===== src/rtl/forth_word_tokenizer_hash_unit_assert.svh =====
// Assertion macros used by the tokenizer scanner RTL.
`ifndef FORTH_WORD_TOKENIZER_HASH_UNIT_ASSERT_SVH
`define FORTH_WORD_TOKENIZER_HASH_UNIT_ASSERT_SVH

`ifndef SYNTHESIS
// Clocked check, disabled while reset is asserted
`define FWTH_ASSERT(lbl, prop) \
  lbl: assert property (@(posedge clk_i) disable iff (!rst_ni) prop) \
    else $error("tokenizer check failed");
// Clocked check that also holds during reset
`define FWTH_ASSERT_ALWAYS(lbl, prop) \
  lbl: assert property (@(posedge clk_i) prop) \
    else $error("tokenizer check failed");
`else
`define FWTH_ASSERT(lbl, prop)
`define FWTH_ASSERT_ALWAYS(lbl, prop)
`endif

`endif


===== src/rtl/fwth_pkg.sv =====
// Types and constants of the word tokenizer.
`default_nettype none
package fwth_pkg;

  localparam logic [7:0] CharZero   = 8'h00;
  localparam logic [7:0] CharSpace  = 8'h20;
  localparam logic [7:0] CharTab    = 8'h09;
  localparam logic [7:0] CharCr     = 8'h0d;
  localparam logic [7:0] CharLf     = 8'h0a;
  localparam logic [7:0] CharLParen = 8'h28;
  localparam logic [7:0] CharRParen = 8'h29;
  localparam logic [7:0] CharBslash = 8'h5c;
  localparam logic [7:0] CharLowA   = 8'h61;
  localparam logic [7:0] CharLowZ   = 8'h7a;
  localparam logic [7:0] CaseDelta  = 8'h20;
  localparam int unsigned BucketW   = 6;

  typedef enum logic [1:0] {
    MODE_BETWEEN = 2'd0,
    MODE_WORD    = 2'd1,
    MODE_PAREN   = 2'd2,
    MODE_LINE    = 2'd3
  } scan_mode_e;

  // Decoded view of one text byte
  typedef struct packed {
    logic       is_zero;
    logic       is_sep;
    logic       is_eol;
    logic       is_rparen;
    logic [7:0] upper;
  } char_class_t;

  // One emitted token character
  typedef struct packed {
    logic               has_char;
    logic [7:0]         token_char;
    logic               first_of_word;
    logic               last_of_word;
    logic [BucketW-1:0] bucket;
    logic               text_end;
  } token_t;

endpackage
`default_nettype wire


===== src/rtl/fwth_classify.sv =====
// Byte classifier: separators, line ends, terminator, comment close and uppercase.
`default_nettype none
module fwth_classify (
  input  logic [7:0]           text_char_i,
  output fwth_pkg::char_class_t cls_o
);
  import fwth_pkg::*;

  // Decode the byte
  always_comb begin
    cls_o.is_zero   = (text_char_i == CharZero);
    cls_o.is_sep    = text_char_i inside {CharSpace, CharTab, CharCr, CharLf};
    cls_o.is_eol    = text_char_i inside {CharCr, CharLf};
    cls_o.is_rparen = (text_char_i == CharRParen);
    if (text_char_i inside {[CharLowA:CharLowZ]}) begin
      cls_o.upper = text_char_i - CaseDelta;
    end else begin
      cls_o.upper = text_char_i;
    end
  end

endmodule
`default_nettype wire


===== src/rtl/fwth_scan.sv =====
// Scanner state machine: word tracking, comment skipping and hash sum.
`default_nettype none
module fwth_scan #(
  parameter int unsigned TOKEN_MAX   = 254,
  parameter int unsigned NUM_BUCKETS = 64
) (
  input  logic                  clk_i,
  input  logic                  rst_ni,
  input  logic                  advance_i,
  input  fwth_pkg::char_class_t cls_i,
  output logic                  res_valid_o,
  output fwth_pkg::token_t      res_o
);
  import fwth_pkg::*;

  localparam int unsigned LenW  = $clog2(TOKEN_MAX + 1);
  localparam int unsigned HashW = $clog2(NUM_BUCKETS);

  // Residue of every byte value, worked out at elaboration
  function automatic logic [255:0][HashW-1:0] build_mod_tbl();
    logic [255:0][HashW-1:0] t;
    for (int i = 0; i < 256; i++) begin
      t[i] = HashW'(i % NUM_BUCKETS);
    end
    return t;
  endfunction

  localparam logic [255:0][HashW-1:0] ModTbl = build_mod_tbl();

  scan_mode_e        mode_q, mode_d;
  logic [7:0]        held_q, held_d;
  logic [LenW-1:0]   len_q, len_d;
  logic [HashW-1:0]  hash_q, hash_d;
  logic              first_q, first_d;

  logic [HashW-1:0]  char_mod;
  logic [HashW:0]    sum_raw;
  logic [HashW-1:0]  hash_add;
  logic              lone_comment;
  logic              last;

  // Add the new byte to the running sum, one conditional subtract
  assign char_mod = ModTbl[cls_i.upper];
  assign sum_raw  = {1'b0, hash_q} + {1'b0, char_mod};
  assign hash_add = (sum_raw >= (HashW+1)'(NUM_BUCKETS))
                    ? HashW'(sum_raw - (HashW+1)'(NUM_BUCKETS)) : HashW'(sum_raw);

  assign lone_comment = (len_q == LenW'(1)) && (cls_i.is_zero || cls_i.is_sep) &&
                        ((held_q == CharLParen) || (held_q == CharBslash));
  assign last = cls_i.is_zero || cls_i.is_sep || (len_q >= LenW'(TOKEN_MAX));

  // Hold state until an item is taken
  always_ff @(posedge clk_i or negedge rst_ni) begin
    if (!rst_ni) begin
      mode_q  <= MODE_BETWEEN;
      held_q  <= '0;
      len_q   <= '0;
      hash_q  <= '0;
      first_q <= 1'b1;
    end else if (advance_i) begin
      mode_q  <= mode_d;
      held_q  <= held_d;
      len_q   <= len_d;
      hash_q  <= hash_d;
      first_q <= first_d;
    end
  end

  // Next state and result
  always_comb begin
    mode_d      = mode_q;
    held_d      = held_q;
    len_d       = len_q;
    hash_d      = hash_q;
    first_d     = first_q;
    res_valid_o = 1'b0;
    res_o       = '0;

    case (mode_q)
      MODE_WORD: begin
        if (lone_comment) begin
          // Drop the comment word and enter the skip mode
          held_d  = '0;
          len_d   = '0;
          hash_d  = '0;
          first_d = 1'b1;
          if (cls_i.is_zero) begin
            mode_d         = MODE_BETWEEN;
            res_valid_o    = 1'b1;
            res_o.text_end = 1'b1;
          end else if (held_q == CharLParen) begin
            mode_d = MODE_PAREN;
          end else if (cls_i.is_eol) begin
            mode_d = MODE_BETWEEN;
          end else begin
            mode_d = MODE_LINE;
          end
        end else begin
          // Emit the held character
          res_valid_o         = 1'b1;
          res_o.has_char      = 1'b1;
          res_o.token_char    = held_q;
          res_o.first_of_word = first_q;
          res_o.last_of_word  = last;
          res_o.bucket        = last ? BucketW'(hash_q) : '0;
          res_o.text_end      = cls_i.is_zero;
          if (cls_i.is_zero || cls_i.is_sep) begin
            mode_d  = MODE_BETWEEN;
            held_d  = '0;
            len_d   = '0;
            hash_d  = '0;
            first_d = 1'b1;
          end else if (last) begin
            // Cut word: this byte opens a new one
            held_d  = cls_i.upper;
            len_d   = LenW'(1);
            hash_d  = char_mod;
            first_d = 1'b1;
          end else begin
            held_d  = cls_i.upper;
            len_d   = len_q + LenW'(1);
            hash_d  = hash_add;
            first_d = 1'b0;
          end
        end
      end
      MODE_PAREN: begin
        if (cls_i.is_rparen) begin
          mode_d = MODE_BETWEEN;
        end
      end
      MODE_LINE: begin
        if (cls_i.is_eol) begin
          mode_d = MODE_BETWEEN;
        end
      end
      default: begin
        if (!cls_i.is_sep && !cls_i.is_zero) begin
          mode_d  = MODE_WORD;
          held_d  = cls_i.upper;
          len_d   = LenW'(1);
          hash_d  = char_mod;
          first_d = 1'b1;
        end
      end
    endcase

    // Terminator outside a word ends the text
    if ((mode_q != MODE_WORD) && cls_i.is_zero) begin
      mode_d         = MODE_BETWEEN;
      res_valid_o    = 1'b1;
      res_o.text_end = 1'b1;
    end
  end

`include "forth_word_tokenizer_hash_unit_assert.svh"

  `FWTH_ASSERT(a_len_bound, len_q <= LenW'(TOKEN_MAX))
  `FWTH_ASSERT(a_idle_clear, (mode_q != MODE_WORD) |-> (len_q == '0) && (hash_q == '0))
  `FWTH_ASSERT(a_word_len, (mode_q == MODE_WORD) |-> (len_q != '0))
  `FWTH_ASSERT(a_end_reset, (advance_i && cls_i.is_zero) |=> (mode_q == MODE_BETWEEN) && first_q)

endmodule
`default_nettype wire


===== src/rtl/fwth_out_reg.sv =====
// Result register between the scanner and the output channel.
`default_nettype none
module fwth_out_reg (
  input  logic             clk_i,
  input  logic             rst_ni,
  input  logic             load_i,
  input  fwth_pkg::token_t res_i,
  output logic             free_o,
  output logic             out_valid_o,
  input  logic             out_ready_i,
  output fwth_pkg::token_t res_o
);
  import fwth_pkg::*;

  logic   valid_q;
  token_t res_q;

  // Room for a new result when empty or draining this cycle
  assign free_o      = !valid_q || out_ready_i;
  assign out_valid_o = valid_q;
  assign res_o       = res_q;

  // Track occupancy
  always_ff @(posedge clk_i or negedge rst_ni) begin
    if (!rst_ni) begin
      valid_q <= 1'b0;
    end else if (load_i) begin
      valid_q <= 1'b1;
    end else if (out_ready_i) begin
      valid_q <= 1'b0;
    end
  end

  // Capture the payload
  always_ff @(posedge clk_i) begin
    if (load_i) begin
      res_q <= res_i;
    end
  end

endmodule
`default_nettype wire


===== src/rtl/forth_word_tokenizer_hash_unit.sv =====
// Top level of the whitespace word tokenizer with hash bucket.
//
//  channel | handshake                 | payload
//  --------+---------------------------+------------------------------------------
//  input   | in_valid_i / in_ready_o   | text_char_i
//  output  | out_valid_o / out_ready_i | has_char_o token_char_o first_of_word_o
//          |                           | last_of_word_o bucket_o text_end_o
//
// One byte per cycle while in_ready_o is high; the result it causes is in the output register in the next cycle.
// Each byte is one pass through the classifier and the scanner into that register.
// in_ready_o drops only while the output register holds a result that is not taken.
// Reset brings the scanner to the between-words state; no clearing pass.
`default_nettype none
module forth_word_tokenizer_hash_unit #(
  parameter int unsigned TOKEN_MAX   = 254,
  parameter int unsigned NUM_BUCKETS = 64
) (
  input  logic                          clk_i,
  input  logic                          rst_ni,
  input  logic                          in_valid_i,
  output logic                          in_ready_o,
  input  logic [7:0]                    text_char_i,
  output logic                          out_valid_o,
  input  logic                          out_ready_i,
  output logic                          has_char_o,
  output logic [7:0]                    token_char_o,
  output logic                          first_of_word_o,
  output logic                          last_of_word_o,
  output logic [fwth_pkg::BucketW-1:0]  bucket_o,
  output logic                          text_end_o
);
  import fwth_pkg::*;

  char_class_t cls;
  logic        advance;
  logic        res_valid;
  logic        free;
  token_t      res;
  token_t      out_res;

  assign in_ready_o = free;
  assign advance    = in_valid_i && in_ready_o;

  fwth_classify u_classify (
    .text_char_i (text_char_i),
    .cls_o       (cls)
  );

  fwth_scan #(
    .TOKEN_MAX   (TOKEN_MAX),
    .NUM_BUCKETS (NUM_BUCKETS)
  ) u_scan (
    .clk_i       (clk_i),
    .rst_ni      (rst_ni),
    .advance_i   (advance),
    .cls_i       (cls),
    .res_valid_o (res_valid),
    .res_o       (res)
  );

  fwth_out_reg u_out_reg (
    .clk_i       (clk_i),
    .rst_ni      (rst_ni),
    .load_i      (advance && res_valid),
    .res_i       (res),
    .free_o      (free),
    .out_valid_o (out_valid_o),
    .out_ready_i (out_ready_i),
    .res_o       (out_res)
  );

  // Unpack the result onto the ports
  assign has_char_o      = out_res.has_char;
  assign token_char_o    = out_res.token_char;
  assign first_of_word_o = out_res.first_of_word;
  assign last_of_word_o  = out_res.last_of_word;
  assign bucket_o        = out_res.bucket;
  assign text_end_o      = out_res.text_end;

endmodule
`default_nettype wire


===== config.mk =====
export PLATFORM = sky130hd
export DESIGN_NAME = forth_word_tokenizer_hash_unit
export DESIGN_NICKNAME = d
export VERILOG_FILES = /design/src/rtl/fwth_pkg.sv /design/src/rtl/fwth_classify.sv /design/src/rtl/fwth_scan.sv /design/src/rtl/fwth_out_reg.sv /design/src/rtl/forth_word_tokenizer_hash_unit.sv
export VERILOG_INCLUDE_DIRS = /design/src /design/src/rtl
export SDC_FILE = /design/constraint.sdc
export NUM_CORES = 1
export LEC_CHECK = 0
export ABC_AREA = 1
export BUFFER_PORTS_ARGS = -buffer_cell sky130_fd_sc_hd__buf_2
export CAP_MARGIN = 5
export CORE_MARGIN = 2
export CORE_UTILIZATION = 53
export CTS_CLUSTER_DIAMETER = 120
export CTS_CLUSTER_SIZE = 40
export DETAILED_ROUTE_END_ITERATION = 12
export GPL_ROUTABILITY_DRIVEN = 0
export PLACE_DENSITY = 0.78
export SYNTH_ARGS = -nofsm -noshare
export SYNTH_HDL_FRONTEND = slang
export SYNTH_SLANG_ARGS = --single-unit

===== constraint.sdc =====
create_clock -name clk_i -period 2.1 [get_ports clk_i]
set_input_delay 0 -clock clk_i [delete_from_list [all_inputs] [get_ports clk_i]]
set_output_delay 0 -clock clk_i [all_outputs]
set_load 0.005 [all_outputs]

==> results of run 1 <==
-- power by group --
part | total [mW] | switching, mW | internal [mW]
registers | 1.31 | 0.152 | 1.16
clock network | 0.639 | 0.287 | 0.352
logic | 1.40 | 0.864 | 0.532
-- final cells by class --
| cell class | instances | area [um2] |
|---|---|---|
| Clock buffer | 5 | 68.8 |
| Clock inverter | 3 | 42.5 |
| Fill cell | 439 | 1690 |
| Inverter | 51 | 191 |
| Multi-Input combinational cell | 248 | 1290 |
| Sequential cell | 44 | 1190 |
| Tap cell | 67 | 83.8 |
| Timing Repair Buffer | 44 | 258 |
-- flip-flops by register name, summed over array words and instances, names as in the netlist --
register / count
u_scan.mode_q: 2
u_scan.hash_q: 6
u_out_reg.out_valid_o: 1
u_scan.len_q: 8
u_scan.held_q: 8
u_out_reg.res_o: 18
u_scan.first_q: 1
-- kinds of logic (layout without fill, tap and decap cells) --
kind of cell | after synthesis | after routing | share of synthesized area (%)
and+or+nand+nor | 189 | 189 | 30.9
buffers and inverters | 55 | 103 | 8.25
DFF | 44 | 44 | 44.2
AOI/OAI and AO/OA | 38 | 38 | 7.51
adders and majority gates | 15 | 15 | 7.23
xor gates and xnor gates | 6 | 6 | 1.95
-- worst max-delay path: cells and delay by family (launching register included) --
| family | cells | cell delay, ns |
|---|---|---|
| and+or+nand+nor | 7 | 0.84 |
| DFF | 1 | 0.44 |
| buffers and inverters | 3 | 0.34 |
| adders and majority gates | 1 | 0.22 |
-- worst min-delay path by stage --
stage                               from                           endpoint  cells after the start
final                     text_char_i[6]       u_scan.held_q[6]$_DFFE_PN0P_                      3
after global routing      text_char_i[6]       u_scan.held_q[6]$_DFFE_PN0P_                      3
after CTS                 text_char_i[6]       u_scan.held_q[6]$_DFFE_PN0P_                      3
after detailed placement          rst_ni        u_scan.len_q[3]$_DFFE_PN0P_                      1
after global placement            rst_ni        u_scan.len_q[4]$_DFFE_PN0P_                      1
after floorplan                   rst_ni  u_out_reg.out_valid_o$_DFFE_PN0P_                      0
-- Yosys cell counts (all sizes together) --
library cell / n
xnor2: 2
clkbuf: 1
nand3: 27
inv: 51
dfstp: 1
fa: 1
edfxtp: 18
nand2: 85
xor2: 4
dfrtp: 25
o22ai: 7
nor3: 2
nand4: 5
nor2: 70
ha: 14
o21ai: 16
a21oi: 15
buf: 3
-- per-stage QoR --
stage	cell area (um2)	util (%)
global placement	2990	62.1
finish	3130	65.0
CTS	3130	64.9
floorplan	2700	-
global route	3130	65.0
detailed placement	2990	62.1
-- layer usage --
metal  track usage (%)  wire length [um]
met3              5.69               423
met4              7.80                79
met2              36.9              2740
met1              33.0              2610
met5                 0                 0
-- timing repair --
action | CTS | global route
setup endpoints to repair | 18 | 18
pin swaps | 0 | 0
hold endpoints to repair | 26 | 0
gates resized for setup | 1 | 1
hold buffers | 2 | 0
==> summary.txt, run 1 <==
Setup path
  • Launch instance of the worst register-to-register path: u_scan.mode_q[0]$_DFFE_PN0P_
  • Reg-to-reg critical path endpoint: u_scan.len_q[3]$_DFFE_PN0P_
  • Most frequent cell on the critical path: sky130_fd_sc_hd__nor2_1
  • Category of the worst setup path launch point: register
  • R2R cell count: 11
  • Highest fanout seen on the critical path: 21
  • Required time at the worst-slack endpoint: 2.33 ns
  • Source of the critical timing path: u_scan.mode_q[0]$_DFFE_PN0P_
  • Data arrival time of the critical path: 2.12 ns
  • Delay contributed by the slowest stage of the critical path: 0.44 ns
  • Max stage delay cell, worst path: sky130_fd_sc_hd__dfrtp_1
  • Endpoint kind of the worst setup timing path: register
  • Critical path, cell by cell: inv_1, ha_1, nor2_1, nand2_1, inv_1, nand2_1, nand2_4, inv_2, nor2_1, nor2_1, nor2_1
  • Destination of the critical timing path: u_scan.len_q[3]$_DFFE_PN0P_
  • Startpoint-to-endpoint class of the critical path: register to register
  • Reg-to-reg slack, setup: 0.22 ns

Yosys
  • Number of distinct library cells after synthesis: 28
  • Sequential share of the synthesized area: 44.2%
  • Synthesis warning total: 0
  • Top cells by area in the synthesized netlist: sky130_fd_sc_hd__dfrtp_1 23%, sky130_fd_sc_hd__edfxtp_1 20%, sky130_fd_sc_hd__nand2_1 11%, sky130_fd_sc_hd__nor2_1 9.2%, sky130_fd_sc_hd__inv_1 6.5%
  • Biggest area consumer among synthesized cells: sky130_fd_sc_hd__dfrtp_1
  • Post-Syn Nets: 374
  • Mean area per synthesized cell: 7.78 um2
  • Post-Synthesis Cell Area: 0.00270 mm2
  • Top cell type's share of synthesized area: 23.2%
  • Count of state elements after synthesis: 44
  • Number of cells produced by synthesis: 347

Timing
  • Number of endpoints with negative hold slack in the final report: 0
  • Sum of negative setup slack: 0 ns
  • Fmax: 0.531 GHz
  • Final Critical Period: 1.88 ns
  • Final setup vio count: 0
  • Final Hold Slack: 0.0433 ns
  • Worst Tran Pin Value: 0.598 ns
  • Smallest setup slack after layout: 0.216 ns
  • Headroom to the max-slew limit: 60.1%
  • Max-slew violation total from the final report: 0
  • Setup repair after global routing missed its margin: false
  • Clock Skew: 0.00719 ns
  • Period Utilization, post-route: 89.7%

Floorplanning
  • Floorplan die height: 75.4 um
  • DIE WIDTH: 75.4 um
  • FP Rows: 25
  • Initial core utilization: 56.0%
  • Die area: 0.00568 mm2
  • CORE AREA: 0.00482 mm2
  • Boundary Pins: 32

Final layout
  • Fraction of final layout cells sized beyond drive strength 1: 18.0%
  • Leading cell type in the layout, fill and taps excluded: sky130_fd_sc_hd__nand2_1
  • Area growth from synthesis to layout: 16.0%
  • Antenna cells: 0
  • Number of nets at the end of the flow: 421
  • Top library cells by usage in the layout, fill and taps aside: 78 x sky130_fd_sc_hd__nand2_1, 65 x sky130_fd_sc_hd__nor2_1, 47 x sky130_fd_sc_hd__inv_1
  • Final cell count without fillers: 462

Worst hold path
  • Class of the worst hold path: primary input to register

Placed design
  • Placed Cells incl. Taps: 452
  • Detailed placement HPWL: 4470 um
  • Worst slack at placement: -0.0000416 ns
  • Count of buffers from port buffering: 31

GRT
  • Initial antenna violation count: 0
  • Largest net degree at the start of global routing: 27
  • First-pass GRT wire length: 10100 um
  • Overflow left after global routing: 0
  • Overall fraction of global-route tracks in use: 23.7%
  • Vias in the first global route: 2202

Status
  • Status: completed

Clock tree
  • Clock latency on the worst-skew pair: 0.30 ns
  • Clock tree from TritonCTS: done
  • # H-tree levels: 2
  • Clock tree sinks: 44
  • Clock buffer count from CTS: 5
  • Setup bufs post-CTS: 0
  • Buffer levels on the longest clock path: 2
  • Clock edge transition at the registers on the reported setup and hold paths: 0.08 ns
  • Root buf cell: sky130_fd_sc_hd__clkbuf_8

Drt
  • Iter 0 DRT Violations: 182
  • DRC violations left: 0
  • Via count: 2384
  • First drt pass iteration count: 5
  • Routed length per placed instance: 12.7 um
  • Final Routed Wirelength: 5850 um
  • Number of vias per cell after detailed routing: 5.16
  • Number of routed nets with antenna violations: 0

Pwr
  • Total power of the final layout: 3.35 mW
  • Max rail drop VDD: 0.606 mV
  • Static power due to leakage: 1.61 nW
  • Power density cells: 1070 mW/mm2

Run
  • Number of max-capacitance violations reported: 0
No activity file was read; power rests on OpenSTA's default activity.
==> inputs of run 2 (changes only) <==
Settings changed: CTS_CLUSTER_DIAMETER 120 to 80, REMOVE_ABC_BUFFERS set to 1.
==> summary.txt, run 2 (synthesized netlist as in run 1, its figures left out) <==
Drt
  • Final Routed Wirelength: 5740 um
  • First drt pass iteration count: 5
  • Iter 0 DRT Violations: 189
  • Via count: 2342
  • Number of vias per cell after detailed routing: 5.12
  • DRC violations left: 0
  • Number of routed nets with antenna violations: 0
  • Routed length per placed instance: 12.6 um

Worst hold path
  • Class of the worst hold path: primary input to register
  • Count of cells along the worst hold path: 4

Clock tree
  • Clock edge transition at the registers on the reported setup and hold paths: 0.09 ns
  • Root buf cell: sky130_fd_sc_hd__clkbuf_8
  • Clock tree from TritonCTS: done
  • Clock tree sinks: 44
  • # H-tree levels: 2
  • Buffer levels on the longest clock path: 2
  • Clock latency on the worst-skew pair: 0.31 ns
  • Clock buffer count from CTS: 5

GRT
  • Overflow left after global routing: 0
  • Initial antenna violation count: 0
  • Largest net degree at the start of global routing: 27
  • Overall fraction of global-route tracks in use: 22.8%
  • Vias in the first global route: 2151
  • First-pass GRT wire length: 9720 um

Placed design
  • Detailed placement HPWL: 4430 um
  • Count of buffers from port buffering: 31
  • Worst slack at placement: 0.165 ns

Setup path
  • Delay contributed by the slowest stage of the critical path: 0.44 ns
  • Highest fanout seen on the critical path: 12
  • Max stage delay cell, worst path: sky130_fd_sc_hd__dfrtp_1
  • Category of the worst setup path launch point: register
  • Reg-to-reg slack, setup: 0.16 ns
  • WP depth: 10
  • Number of buffer and inverter stages on the critical path: 3
  • Most frequent cell on the critical path: sky130_fd_sc_hd__nor2_1
  • R2R cell count: 10
  • Critical path, cell by cell: inv_1, ha_1, nand4_1, a21oi_2, nand2_2, nand2_4, inv_2, nor2_1, nor2_1, buf_4
  • Endpoint kind of the worst setup timing path: register
  • Startpoint-to-endpoint class of the critical path: register to register
  • Data arrival time of the critical path: 1.99 ns
  • Kind of cell with the highest combined delay on the critical path: simple AND/OR/NAND/NOR gates
  • Required time at the worst-slack endpoint: 2.15 ns

Timing
  • Number of endpoints with negative hold slack in the final report: 1
  • Period Utilization, post-route: 92.2%
  • Worst Tran Pin Value: 0.603 ns
  • Final setup vio count: 0
  • Max-slew violation total from the final report: 0
  • Fmax: 0.517 GHz
  • Smallest setup slack after layout: 0.164 ns
  • Final Critical Period: 1.94 ns
  • Clock Skew: 0.0143 ns
  • Setup repair after global routing missed its margin: false
  • Final Hold Slack: -0.00232 ns
  • Sum of negative setup slack: 0 ns
  • Headroom to the max-slew limit: 59.8%

Final layout
  • Number of nets at the end of the flow: 416
  • Top library cells by usage in the layout, fill and taps aside: 78 x sky130_fd_sc_hd__nand2_1, 66 x sky130_fd_sc_hd__nor2_1, 47 x sky130_fd_sc_hd__inv_1
  • Area growth from synthesis to layout: 14.4%
  • Filler cell count: 449
  • Combined area of the multi-input logic cells: 0.00129 mm2
  • Final standard cell utilization of the core: 64.1%
  • Number of flip-flops under the largest register name: 18
  • Leading cell type in the layout, fill and taps excluded: sky130_fd_sc_hd__nand2_1
  • Antenna cells: 0
  • Fraction of final layout cells sized beyond drive strength 1: 17.2%
  • Area taken by flip-flops and latches: 0.00119 mm2

Run
  • Number of max-capacitance violations reported: 0

Status
  • Failing checks: negative hold slack
  • Status: finished with violations

Floorplanning
  • Floorplan die height: 75.4 um
  • Die area: 0.00568 mm2
  • FP Rows: 25
  • Boundary Pins: 32
  • CORE AREA: 0.00482 mm2
  • DIE WIDTH: 75.4 um
  • Initial core utilization: 56.0%

Pwr
  • Power density cells: 1080 mW/mm2
  • Total power of the final layout: 3.34 mW
  • Max rail drop VDD: 0.477 mV
  • Static power due to leakage: 1.58 nW
run 2: changes by cell type in the layout (fill, tap and decap cells not counted), sizes merged:
cell         delta
buf             -4
clkinv          -2
clkinvlp        +1
dlygate4sd3     -1
inv             +1
run 2: path summary, 6_finish.rpt:
path,start,endpoint
max,u_scan.len_q[1]$_DFFE_PN0P_,u_out_reg.res_o[6]$_SDFFCE_PP0P_
min,out_ready_i,u_out_reg.out_valid_o$_DFFE_PN0P_
max reg2reg,u_scan.len_q[1]$_DFFE_PN0P_,u_out_reg.res_o[6]$_SDFFCE_PP0P_
min reg2reg,u_scan.first_q$_DFFE_PN1P_,u_scan.first_q$_DFFE_PN1P_
max in group asynchronous,rst_ni,u_scan.hash_q[3]$_DFFE_PN0P_
min in group asynchronous,rst_ni,u_scan.len_q[3]$_DFFE_PN0P_
run 2: timing repair:
item,4_1_cts,5_1_grt
setup endpoints to repair,0,12
buffers inserted,0,0
hold buffers,1,0
gates resized for setup,0,1
hold endpoints to repair,25,0
run 2: per-stage QoR:
step           cells  cell area [um2]
2_1_floorplan    343             2670
3_3_place_gp     448             2960
3_5_place_dp     448             2960
4_1_cts          457             3080
5_1_grt          457             3090
6_report         457             3090
run 2: layer usage:
layer | GRT usage (%) | up-vias | wire length (um) | share of wire, %
met2 | 35.7 | 85 | 2580 | 45
met5 | 0 | - | 0 | 0
li1 | - | 1192 | - | -
met3 | 4.63 | 10 | 373 | 6.5
met4 | 7.21 | 0 | 109 | 1.9
met1 | 32.0 | 1055 | 2680 | 47
run 2: layout make-up:
type / count / area share, %
timing repair buffer: 39 / 7.05
clock buffer: 5 / 2.23
tap: 67 / 2.71
clock inverter: 3 / 1.50
multi-input combinational: 248 / 41.7
sequential: 44 / 38.6
inverter: 51 / 6.20
run 2: where the power goes:
| part | internal [mW] | switching, mW | leakage, nW | total [mW] |
|---|---|---|---|---|
| Clock | 0.358 | 0.309 | 0.0548 | 0.667 |
| Combinational | 0.520 | 0.833 | 1.03 | 1.35 |
| Sequential | 1.16 | 0.157 | 0.503 | 1.32 |
| Total | 2.04 | 1.30 | 1.58 | 3.34 |
run 2: worst reg2reg max path, delay by kind of cell, from the launching register on:
family / cells / cell delay [ns]
AOI/OAI and AO/OA: 1 / 0.18
adders and majority gates: 1 / 0.14
buffers and inverters: 3 / 0.36
DFF: 1 / 0.44
and+or+nand+nor: 5 / 0.57
